[src/hdl/rnss_pkg.sv]
// ----------------------------------------------------------------------------
// rnss_pkg
// Shared types and constants of the node segment splitter.
// ----------------------------------------------------------------------------
package rnss_pkg;

    // Segment geometry
    localparam int NODES    = 16;
    localparam int RANK_W   = (NODES > 1) ? $clog2(NODES) : 1;
    localparam int STEP_W   = (RANK_W > 1) ? $clog2(RANK_W) : 1;

    // Field widths
    localparam int ADDR_W   = 48;
    localparam int BPN_W    = 41;
    localparam int NRANK_W  = 6;
    localparam int QID_W    = 8;
    localparam int END_W    = ADDR_W + 1;
    localparam int DIV_W    = (ADDR_W > BPN_W + RANK_W) ? ADDR_W : BPN_W + RANK_W;

    // Register reset value: 1 GiB per node
    localparam logic [BPN_W-1:0] BPN_RESET = BPN_W'(64'd1073741824);

    // Depth of the queue between front and back
    localparam int QDEPTH   = 2;
    localparam int QPTR_W   = (QDEPTH > 1) ? $clog2(QDEPTH) : 1;

    // Result status codes
    localparam logic STATUS_OK    = 1'b0;
    localparam logic STATUS_RANGE = 1'b1;

    // Transfer request
    typedef struct packed {
        logic              mode;
        logic [ADDR_W-1:0] local_start;
        logic [ADDR_W-1:0] seg_base;
        logic [ADDR_W-1:0] global_start;
        logic [ADDR_W-1:0] byte_count;
        logic [QID_W-1:0]  queue_id;
    } req_t;

    // One piece of a split transfer
    typedef struct packed {
        logic               direction;
        logic [ADDR_W-1:0]  piece_local;
        logic [ADDR_W-1:0]  piece_remote;
        logic [BPN_W-1:0]   piece_length;
        logic [NRANK_W-1:0] node_rank;
        logic [QID_W-1:0]   queue_out;
        logic               status;
        logic               last_piece;
    } piece_t;

    // Classified job handed from front to back
    typedef struct packed {
        logic               mode;
        logic [ADDR_W-1:0]  local_start;
        logic [ADDR_W-1:0]  seg_base;
        logic [BPN_W-1:0]   node_off;
        logic [ADDR_W-1:0]  byte_count;
        logic [NRANK_W-1:0] rank;
        logic [QID_W-1:0]   queue_id;
        logic               err;
    } job_t;

endpackage

[src/hdl/rnss_req_if.sv]
// ----------------------------------------------------------------------------
// rnss_req_if
// Valid/ready channel carrying transfer requests.
// ----------------------------------------------------------------------------
interface rnss_req_if import rnss_pkg::*; ();
    logic valid;
    logic ready;
    req_t data;

    modport source (output valid, output data, input ready);
    modport sink   (input valid, input data, output ready);
endinterface

[src/hdl/rnss_piece_if.sv]
// ----------------------------------------------------------------------------
// rnss_piece_if
// Valid/ready channel carrying split transfer pieces.
// ----------------------------------------------------------------------------
interface rnss_piece_if import rnss_pkg::*; ();
    logic   valid;
    logic   ready;
    piece_t data;

    modport source (output valid, output data, input ready);
    modport sink   (input valid, input data, output ready);
endinterface

[src/hdl/rnss_front.sv]
// ----------------------------------------------------------------------------
// rnss_front
// Accepts requests, drops empty ones, checks the range and finds the start
// rank and offset within the node by shift-subtract division.
// ----------------------------------------------------------------------------
module rnss_front import rnss_pkg::*;
(
    input  logic             clk,
    input  logic             rst_n,
    input  logic [BPN_W-1:0] bpn,
    rnss_req_if.sink         req,
    output logic             push,
    output job_t             push_data,
    input  logic             full
);

    localparam logic [1:0] ST_IDLE = 2'd0;
    localparam logic [1:0] ST_DIV  = 2'd1;
    localparam logic [1:0] ST_PUSH = 2'd2;

    logic [1:0]        state_reg,  state_next;
    logic [STEP_W-1:0] step_reg,   step_next;
    logic [DIV_W-1:0]  rem_reg,    rem_next;
    logic [RANK_W-1:0] quot_reg,   quot_next;
    logic              err_reg,    err_next;
    job_t              job_reg,    job_next;

    logic              accept;
    logic [END_W-1:0]  end_sum;
    logic [END_W-1:0]  span;
    logic [DIV_W-1:0]  dvs;
    logic              ge;

    assign req.ready = (state_reg == ST_IDLE);
    assign accept    = req.valid && req.ready;

    // Range check: end of transfer against the whole striped segment
    assign end_sum = END_W'(req.data.global_start) + END_W'(req.data.byte_count);
    assign span    = END_W'(bpn) * END_W'(NODES);

    // One quotient bit per cycle
    assign dvs = DIV_W'(bpn) << step_reg;
    assign ge  = (rem_reg >= dvs);

    always_comb
    begin
        state_next = state_reg;
        step_next  = step_reg;
        rem_next   = rem_reg;
        quot_next  = quot_reg;
        err_next   = err_reg;
        job_next   = job_reg;
        unique case (state_reg)
            ST_IDLE:
            begin
                if (accept && (req.data.byte_count != '0))
                begin
                    job_next.mode        = req.data.mode;
                    job_next.local_start = req.data.local_start;
                    job_next.seg_base    = req.data.seg_base;
                    job_next.byte_count  = req.data.byte_count;
                    job_next.queue_id    = req.data.queue_id;
                    rem_next             = DIV_W'(req.data.global_start);
                    quot_next            = '0;
                    step_next            = STEP_W'(RANK_W - 1);
                    err_next             = (end_sum > span);
                    state_next           = (end_sum > span) ? ST_PUSH : ST_DIV;
                end
            end
            ST_DIV:
            begin
                if (ge)
                begin
                    rem_next = rem_reg - dvs;
                end
                quot_next = RANK_W'({quot_reg, ge});
                if (step_reg == '0)
                begin
                    state_next = ST_PUSH;
                end
                else
                begin
                    step_next = step_reg - 1'b1;
                end
            end
            ST_PUSH:
            begin
                if (!full)
                begin
                    state_next = ST_IDLE;
                end
            end
            default:
            begin
                state_next = ST_IDLE;
            end
        endcase
    end

    // Job handed to the queue
    always_comb
    begin
        push_data          = job_reg;
        push_data.node_off = BPN_W'(rem_reg);
        push_data.rank     = NRANK_W'(quot_reg);
        push_data.err      = err_reg;
    end
    assign push = (state_reg == ST_PUSH) && !full;

    always_ff @(posedge clk or negedge rst_n)
    begin
        if (!rst_n)
        begin
            state_reg <= ST_IDLE;
        end
        else
        begin
            state_reg <= state_next;
        end
    end

    always_ff @(posedge clk)
    begin
        step_reg <= step_next;
        rem_reg  <= rem_next;
        quot_reg <= quot_next;
        err_reg  <= err_next;
        job_reg  <= job_next;
    end

    // Checks
    a_rank_in_range: assert property (@(posedge clk) disable iff (!rst_n)
        (push && !push_data.err) |-> (push_data.rank < NRANK_W'(NODES)))
        else $error("start rank beyond last node");

    a_empty_dropped: assert property (@(posedge clk) disable iff (!rst_n)
        (accept && (req.data.byte_count == '0)) |=> (state_reg == ST_IDLE))
        else $error("empty request not dropped");

endmodule

[src/hdl/rnss_queue.sv]
// ----------------------------------------------------------------------------
// rnss_queue
// Short job queue between front and back.
// ----------------------------------------------------------------------------
module rnss_queue import rnss_pkg::*;
(
    input  logic clk,
    input  logic rst_n,
    input  logic push,
    input  job_t push_data,
    output logic full,
    input  logic pop,
    output job_t pop_data,
    output logic empty
);

    job_t              mem [QDEPTH];
    logic [QPTR_W-1:0] wr_ptr_reg, wr_ptr_next;
    logic [QPTR_W-1:0] rd_ptr_reg, rd_ptr_next;
    logic [QPTR_W:0]   count_reg,  count_next;

    assign full     = (count_reg == (QPTR_W+1)'(QDEPTH));
    assign empty    = (count_reg == '0);
    assign pop_data = mem[rd_ptr_reg];

    // Pointer and fill count
    always_comb
    begin
        wr_ptr_next = wr_ptr_reg;
        rd_ptr_next = rd_ptr_reg;
        count_next  = count_reg;
        if (push)
        begin
            wr_ptr_next = (wr_ptr_reg == QPTR_W'(QDEPTH - 1)) ? '0 : wr_ptr_reg + 1'b1;
        end
        if (pop)
        begin
            rd_ptr_next = (rd_ptr_reg == QPTR_W'(QDEPTH - 1)) ? '0 : rd_ptr_reg + 1'b1;
        end
        if (push && !pop)
        begin
            count_next = count_reg + 1'b1;
        end
        else if (pop && !push)
        begin
            count_next = count_reg - 1'b1;
        end
    end

    always_ff @(posedge clk or negedge rst_n)
    begin
        if (!rst_n)
        begin
            wr_ptr_reg <= '0;
            rd_ptr_reg <= '0;
            count_reg  <= '0;
        end
        else
        begin
            wr_ptr_reg <= wr_ptr_next;
            rd_ptr_reg <= rd_ptr_next;
            count_reg  <= count_next;
        end
    end

    always_ff @(posedge clk)
    begin
        if (push)
        begin
            mem[wr_ptr_reg] <= push_data;
        end
    end

endmodule

[src/hdl/rnss_back.sv]
// ----------------------------------------------------------------------------
// rnss_back
// Walks one job node by node and emits one piece per cycle into the
// output register while it is empty or piece.ready takes its piece.
// ----------------------------------------------------------------------------
module rnss_back import rnss_pkg::*;
(
    input  logic             clk,
    input  logic             rst_n,
    input  logic [BPN_W-1:0] bpn,
    input  job_t             pop_data,
    input  logic             empty,
    output logic             pop,
    rnss_piece_if.source     piece
);

    logic               active_reg, active_next;
    logic               mode_reg,   mode_next;
    logic [ADDR_W-1:0]  local_reg,  local_next;
    logic [ADDR_W-1:0]  rbase_reg,  rbase_next;
    logic [BPN_W-1:0]   within_reg, within_next;
    logic [ADDR_W-1:0]  left_reg,   left_next;
    logic [NRANK_W-1:0] rank_reg,   rank_next;
    logic [QID_W-1:0]   queue_reg,  queue_next;
    logic               err_reg,    err_next;
    logic               out_valid_reg, out_valid_next;
    piece_t             out_data_reg,  out_data_next;

    logic [BPN_W-1:0]   room;
    logic               fits;
    logic               is_last;
    logic [BPN_W-1:0]   len;
    logic               emit;

    // Piece length: rest of the transfer or rest of the node
    assign room    = bpn - within_reg;
    assign fits    = (left_reg < ADDR_W'(room));
    assign is_last = err_reg || (left_reg <= ADDR_W'(room));
    assign len     = fits ? BPN_W'(left_reg) : room;

    assign emit = active_reg && (!out_valid_reg || piece.ready);
    assign pop  = !active_reg && !empty;

    assign piece.valid = out_valid_reg;
    assign piece.data  = out_data_reg;

    always_comb
    begin
        active_next    = active_reg;
        mode_next      = mode_reg;
        local_next     = local_reg;
        rbase_next     = rbase_reg;
        within_next    = within_reg;
        left_next      = left_reg;
        rank_next      = rank_reg;
        queue_next     = queue_reg;
        err_next       = err_reg;
        out_valid_next = out_valid_reg;
        out_data_next  = out_data_reg;

        if (out_valid_reg && piece.ready)
        begin
            out_valid_next = 1'b0;
        end

        // Load next job
        if (pop)
        begin
            active_next = 1'b1;
            mode_next   = pop_data.mode;
            local_next  = pop_data.local_start;
            rbase_next  = pop_data.seg_base;
            within_next = pop_data.node_off;
            left_next   = pop_data.byte_count;
            rank_next   = pop_data.rank;
            queue_next  = pop_data.queue_id;
            err_next    = pop_data.err;
        end

        // Emit one piece and advance the cursors
        if (emit)
        begin
            out_valid_next             = 1'b1;
            out_data_next.direction    = mode_reg;
            out_data_next.queue_out    = queue_reg;
            out_data_next.last_piece   = is_last;
            if (err_reg)
            begin
                out_data_next.piece_local  = '0;
                out_data_next.piece_remote = '0;
                out_data_next.piece_length = '0;
                out_data_next.node_rank    = '0;
                out_data_next.status       = STATUS_RANGE;
            end
            else
            begin
                out_data_next.piece_local  = local_reg;
                out_data_next.piece_remote = rbase_reg + ADDR_W'(within_reg);
                out_data_next.piece_length = len;
                out_data_next.node_rank    = rank_reg;
                out_data_next.status       = STATUS_OK;
            end
            local_next = local_reg + ADDR_W'(len);
            left_next  = left_reg - ADDR_W'(len);
            if (fits)
            begin
                within_next = within_reg + len;
            end
            else
            begin
                within_next = '0;
                rank_next   = rank_reg + 1'b1;
            end
            if (is_last)
            begin
                active_next = 1'b0;
            end
        end
    end

    always_ff @(posedge clk or negedge rst_n)
    begin
        if (!rst_n)
        begin
            active_reg    <= 1'b0;
            out_valid_reg <= 1'b0;
        end
        else
        begin
            active_reg    <= active_next;
            out_valid_reg <= out_valid_next;
        end
    end

    always_ff @(posedge clk)
    begin
        mode_reg     <= mode_next;
        local_reg    <= local_next;
        rbase_reg    <= rbase_next;
        within_reg   <= within_next;
        left_reg     <= left_next;
        rank_reg     <= rank_next;
        queue_reg    <= queue_next;
        err_reg      <= err_next;
        out_data_reg <= out_data_next;
    end

    // Checks
    a_piece_nonzero: assert property (@(posedge clk) disable iff (!rst_n)
        (emit && !err_reg) |-> (len != '0))
        else $error("zero-length piece emitted");

    a_last_ends_job: assert property (@(posedge clk) disable iff (!rst_n)
        (emit && is_last) |=> !active_reg)
        else $error("job still active after last piece");

endmodule

[src/hdl/rdma_node_segment_splitter_top.sv]
// ----------------------------------------------------------------------------
// rdma_node_segment_splitter_top
// Splits remote-DMA transfer requests into pieces that stay within one node
// of an evenly striped segment.
//
//   channel   dir   handshake        payload
//   req       in    valid / ready    req_t   (one transfer request)
//   piece     out   valid / ready    piece_t (one piece or range error)
//   cfg       in    cfg_we           cfg_wdata = bytes_per_node
//
// After the accepting edge a request goes through shift-subtract division of
// the start offset, enters the queue and is loaded by the back, which then
// emits one piece per cycle while piece.ready is high. The front takes a new
// request once the previous one is queued. Requests with zero bytes leave no
// transaction; out-of-range requests skip the division and give one error
// piece. The output register lets the back stall on piece.ready while the
// front classifies the next request. Reset clears all control state and sets
// bytes_per_node to 1 GiB.
// ----------------------------------------------------------------------------
module rdma_node_segment_splitter_top import rnss_pkg::*;
(
    input  logic             clk,
    input  logic             rst_n,
    input  logic             cfg_we,
    input  logic [BPN_W-1:0] cfg_wdata,
    rnss_req_if.sink         req,
    rnss_piece_if.source     piece
);

    logic [BPN_W-1:0] bpn_reg;
    logic [BPN_W-1:0] bpn_eff;
    logic             push;
    job_t             push_data;
    logic             full;
    logic             pop;
    job_t             pop_data;
    logic             empty;

    // Configuration register
    always_ff @(posedge clk or negedge rst_n)
    begin
        if (!rst_n)
        begin
            bpn_reg <= BPN_RESET;
        end
        else if (cfg_we)
        begin
            bpn_reg <= cfg_wdata;
        end
    end

    // Zero node size acts as one
    assign bpn_eff = (bpn_reg == '0) ? BPN_W'(1) : bpn_reg;

    rnss_front u_front
    (
        .clk       (clk),
        .rst_n     (rst_n),
        .bpn       (bpn_eff),
        .req       (req),
        .push      (push),
        .push_data (push_data),
        .full      (full)
    );

    rnss_queue u_queue
    (
        .clk       (clk),
        .rst_n     (rst_n),
        .push      (push),
        .push_data (push_data),
        .full      (full),
        .pop       (pop),
        .pop_data  (pop_data),
        .empty     (empty)
    );

    rnss_back u_back
    (
        .clk      (clk),
        .rst_n    (rst_n),
        .bpn      (bpn_eff),
        .pop_data (pop_data),
        .empty    (empty),
        .pop      (pop),
        .piece    (piece)
    );

endmodule
[src/flat_wrapper.sv]
// flat-port wrapper written by rule: the top's interface ports become plain ports
module rdma_node_segment_splitter_top_flat import rnss_pkg::*;
  (clk, rst_n, cfg_we, cfg_wdata, req_valid, req_data, req_ready, piece_valid, piece_data, piece_ready);
  rnss_req_if req_i ();
  rnss_piece_if piece_i ();
  input  logic clk;
  input  logic rst_n;
  input  logic cfg_we;
  input  logic [BPN_W-1:0] cfg_wdata;
  input wire logic [$bits(req_i.valid)-1:0] req_valid;
  input wire logic [$bits(req_i.data)-1:0] req_data;
  output wire logic [$bits(req_i.ready)-1:0] req_ready;
  output wire logic [$bits(piece_i.valid)-1:0] piece_valid;
  output wire logic [$bits(piece_i.data)-1:0] piece_data;
  input wire logic [$bits(piece_i.ready)-1:0] piece_ready;
  assign req_i.valid = req_valid;
  assign req_i.data = req_data;
  assign req_ready = req_i.ready;
  assign piece_valid = piece_i.valid;
  assign piece_data = piece_i.data;
  assign piece_i.ready = piece_ready;
  rdma_node_segment_splitter_top u_core (.clk(clk), .rst_n(rst_n), .cfg_we(cfg_we), .cfg_wdata(cfg_wdata), .req(req_i), .piece(piece_i));
endmodule
[config.mk]
export PLATFORM = sky130hd
export DESIGN_NAME = rdma_node_segment_splitter_top_flat
export DESIGN_NICKNAME = d
export VERILOG_FILES = /design/src/hdl/rnss_pkg.sv /design/src/hdl/rnss_req_if.sv /design/src/hdl/rnss_piece_if.sv /design/src/hdl/rnss_front.sv /design/src/hdl/rnss_queue.sv /design/src/hdl/rnss_back.sv /design/src/hdl/rdma_node_segment_splitter_top.sv /design/src/flat_wrapper.sv
export SDC_FILE = /design/constraint.sdc
export NUM_CORES = 2
export LEC_CHECK = 0
export BUFFER_PORTS_ARGS = -buffer_cell sky130_fd_sc_hd__buf_2
export CAP_MARGIN = 10
export CORE_UTILIZATION = 66
export CTS_BUF_LIST = sky130_fd_sc_hd__clkbuf_16
export DETAILED_ROUTE_END_ITERATION = 10
export PLACE_DENSITY = 0.95
export SYNTH_ARGS = -nofsm -noshare
export SYNTH_HDL_FRONTEND = slang
export SYNTH_HIERARCHICAL = 1
export SYNTH_SLANG_ARGS = --single-unit
[constraint.sdc]
create_clock -name clk -period 15.9 [get_ports clk]
set_clock_uncertainty 0.1 [all_clocks]
set_input_delay 2.385 -clock clk [delete_from_list [all_inputs] [get_ports clk]]
set_output_delay 2.385 -clock clk [all_outputs]
set_load 0.01 [all_outputs]
==> impl_summary.md <==
Status
The flow ran to the end, and the final reports show no timing, DRC or antenna violations.

Critical path
The slowest stage cell on the critical path is sky130_fd_sc_hd__o31ai_1. Counting both buffers and inverters, the worst setup path holds a total of 4. The worst setup path is captured at a register. The data required time at the worst endpoint is 16.19 ns. The worst setup path is of the register to register kind.

The startpoint type of the worst setup path is a register. In this run the worst path has a maximum fanout of 40. In this design, the stage delay of the slowest critical-path cell is 0.94 ns. The critical path data arrival time is 12.80 ns. The family with the most delay on the worst path is compound AO/OA/AOI/OAI gates.

STA
The number of hold violations in the final report was 0. The final count of pins violating max slew was 0. Setup repair after global routing left no endpoint under its margin. The final period utilization is 0.787. The total negative setup slack is 0 ns.

The fmax is 79.9 MHz. The count of final setup violators is 0. The worst path needs 12.51 ns of the cycle, external delays included.

For the pin with the worst max-slew slack, the measured transition is 1.20 ns. Measured against its own limit, the worst slew margin works out to 0.191.

Place
The estimated wirelength of the detail-placed design is 127000 um. The number of I/O port buffers is 402. Once placement finished, the instance area stood at 0.0597 mm2. Routability-driven placement finished with a final weighted congestion of 1.00.

The number of placed instances, taps included, is 6288.

Final layout
The finished cells cover 0.0631 mm2. Once layout is complete, the utilization of the core stands at 0.737. The post-layout net count is 5885. The share of post-route cells with drive strength above 1 is 0.170. The final cell count without fillers is 6483. The post-synthesis to final-layout area growth is 10.2%. The register with the highest flop count is u_core/u_queue/mem. The register area is 0.0301 mm2. The layout has 5395 filler cells. The register with the most flip-flops in the layout has 402 of them. In the final layout, the multi-input gates occupy 0.0247 mm2.

Detailed routing
Dividing the detail-routed via count by the number of cells gives 6.73. After detailed routing, the average wire length per cell comes to 26.9 um. Once detail routing completed, the nets flagged for antenna violations numbered 0. The final layout contains routed wiring with a total length of 175000 um. The first routing iteration left 5702 violations.

The detailed-route DRC error count is 0. The number of detailed-route iterations in the first pass is 6. The routed layout has 43650 vias.

Global route
The via count of the first global-routing pass is 41949. Summed over all layers, the global routing overflow is 0. The number of antenna violations at the first check in global routing came to 6.

The first global-routing pass estimated 254000 um of wire. In the global route stage, overall resource usage came out at 0.390. Entering global routing, the biggest net connects 160 pins.

Flow run
The tool flagged a number of max-cap violations equal to 0.

Floorplanning
The die height is 296 um. The floorplan die area is 0.0879 mm2. For this configuration, the core starts out at a cell density of 0.669. The core region is 0.0855 mm2. 403 I/O pins were placed. From left edge to right edge, the die measures 296 um. In this run the core area contains 107 standard-cell rows.

Synth
Averaged over all synthesized cells, the footprint is 11.6 um2. The main flop type after synthesis is sky130_fd_sc_hd__edfxtp_1. After synthesis, the cell types taking the most area are sky130_fd_sc_hd__edfxtp_1, sky130_fd_sc_hd__ha_1, sky130_fd_sc_hd__mux2_2, sky130_fd_sc_hd__a21oi_1, sky130_fd_sc_hd__nand2_1. The number of different library cells in the post-synthesis netlist is 100. The most common cell in the synthesized netlist is sky130_fd_sc_hd__edfxtp_1.

During synthesis, Yosys emitted a total of 6 warnings. The number of synthesized flops with an enable pin is 959. Ranked by instance count, the synthesized netlist is headed by sky130_fd_sc_hd__edfxtp_1, sky130_fd_sc_hd__nand2_1, sky130_fd_sc_hd__ha_1, sky130_fd_sc_hd__a21oi_1, sky130_fd_sc_hd__o21ai_0. Synthesis produced a netlist whose cell count is 4954. The share of the Yosys chip area taken by registers is 0.527. Of the post-synthesis cell area, the dominant cell type holds 0.503.

The share of synthesized flip-flops with an asynchronous set or reset is 0.0483. After synthesis the cells add up to 0.0572 mm2. The largest total area in the synthesized netlist belongs to sky130_fd_sc_hd__edfxtp_1.

Counting flops and latches in the post-synthesis netlist gives 1014.

Clock tree
The number of gates resized after CTS is 0. No sink is reached through more buffers than the 3 on the longest clock path. The number of buffers created by CTS is 102. Hold repair after CTS inserted 0 buffers. After clock tree synthesis, the clock-pin slew on the worst setup and hold paths is 0.06 ns.

The total setup buffers inserted after CTS is 0. The clock tree root driver cell is sky130_fd_sc_hd__clkbuf_16. TritonCTS built the clock tree. The clock tree synthesis step divided the H-tree into 3 levels. At the later pin of the worst-skew pair, clock insertion delay measures 0.70 ns. The number of sinks handled by clock tree synthesis is 1014.

Worst hold path
The path class of the tightest hold or removal check is register to register.
==> through the flow <==
step / worst slack, ns / hold WS [ns]
after global placement: 4.36 / 0.302
after CTS: 3.75 / 0.324
after global routing: 2.89 / 0.327
after detailed placement: 3.90 / 0.305
after floorplan: 5.25 / 0.300
final: 3.39 / 0.321
==> kinds of logic after synthesis <==
kind of cell               Yosys count  synth area share
adders and majority gates          390            0.0862
and+or+nand+nor                   1238             0.104
other                                1         0.0000655
AOI/OAI and AO/OA                 1165             0.129
muxes                              326            0.0698
xor gates and xnor gates           274            0.0419
DFF                               1014             0.527
buffers and inverters              546            0.0417
==> cell type report <==
type,instances,share of cell area
antenna,5,0.000198
clock buffer,103,0.0409
sequential,1014,0.478
multi-input combinational,3395,0.392
clock inverter,87,0.0118
tap,1144,0.0227
inverter,302,0.0182
timing repair buffer,433,0.0358
==> worst paths after layout <==
check	to	depth (start not counted)	from	slack, ns
hold reg to reg	u_core/u_back/piece.data[153]$_DFFE_PP_	0	u_core/u_back/mode_reg$_DFFE_PP_	0.32
min in group asynchronous	u_core/u_front/state_reg[1]$_DFFE_PN0P_	2	rst_n	1.70
max in group asynchronous	u_core/u_queue/rd_ptr_reg$_DFFE_PN0P_	2	rst_n	13.41
hold / removal	u_core/u_back/piece.data[153]$_DFFE_PP_	0	u_core/u_back/mode_reg$_DFFE_PP_	0.32
setup / recovery	u_core/u_back/local_reg[46]$_DFFE_PP_	38	u_core/bpn_reg[34]$_DFFE_PN0P_	3.39
setup reg to reg	u_core/u_back/local_reg[46]$_DFFE_PP_	38	u_core/bpn_reg[34]$_DFFE_PN0P_	3.39
==> metal layers <==
layer  part of all wire  GRT usage
met1               0.37      0.520
met2               0.46      0.614
met3               0.12     0.0823
met4              0.050      0.178
met5            0.00026    0.00111
==> cell usage in the layout, fill, tap and decap left out, drive strengths merged, types with 10 or more instances in the layout <==
cell type	synthesis	final
edfxtp	959	959
buf	95	433
nand2	411	411
ha	383	383
inv	301	339
o21ai	323	323
a21oi	310	310
nor2	262	262
mux2	254	254
a21o	155	155
xnor2	147	147
xor2	127	127
nand3	109	109
clkbuf	147	103
nor2b	101	101
nand4	69	69
nor3	57	57
o21bai	53	53
a31oi	53	53
dfrtp	48	48
nor4	47	47
and3	44	44
mux2i	39	39
a211oi	37	37
o21a	37	37
clkinv	1	37
mux4	33	33
nand2b	33	33
and2	28	28
o211ai	25	25
or3	23	23
o31ai	21	21
a311oi	13	13
o31a	13	13
o22ai	11	11
and4	10	10
Power is not shown: default switching activity piles up to over one toggle a cycle in this logic, so the estimate is an artifact.
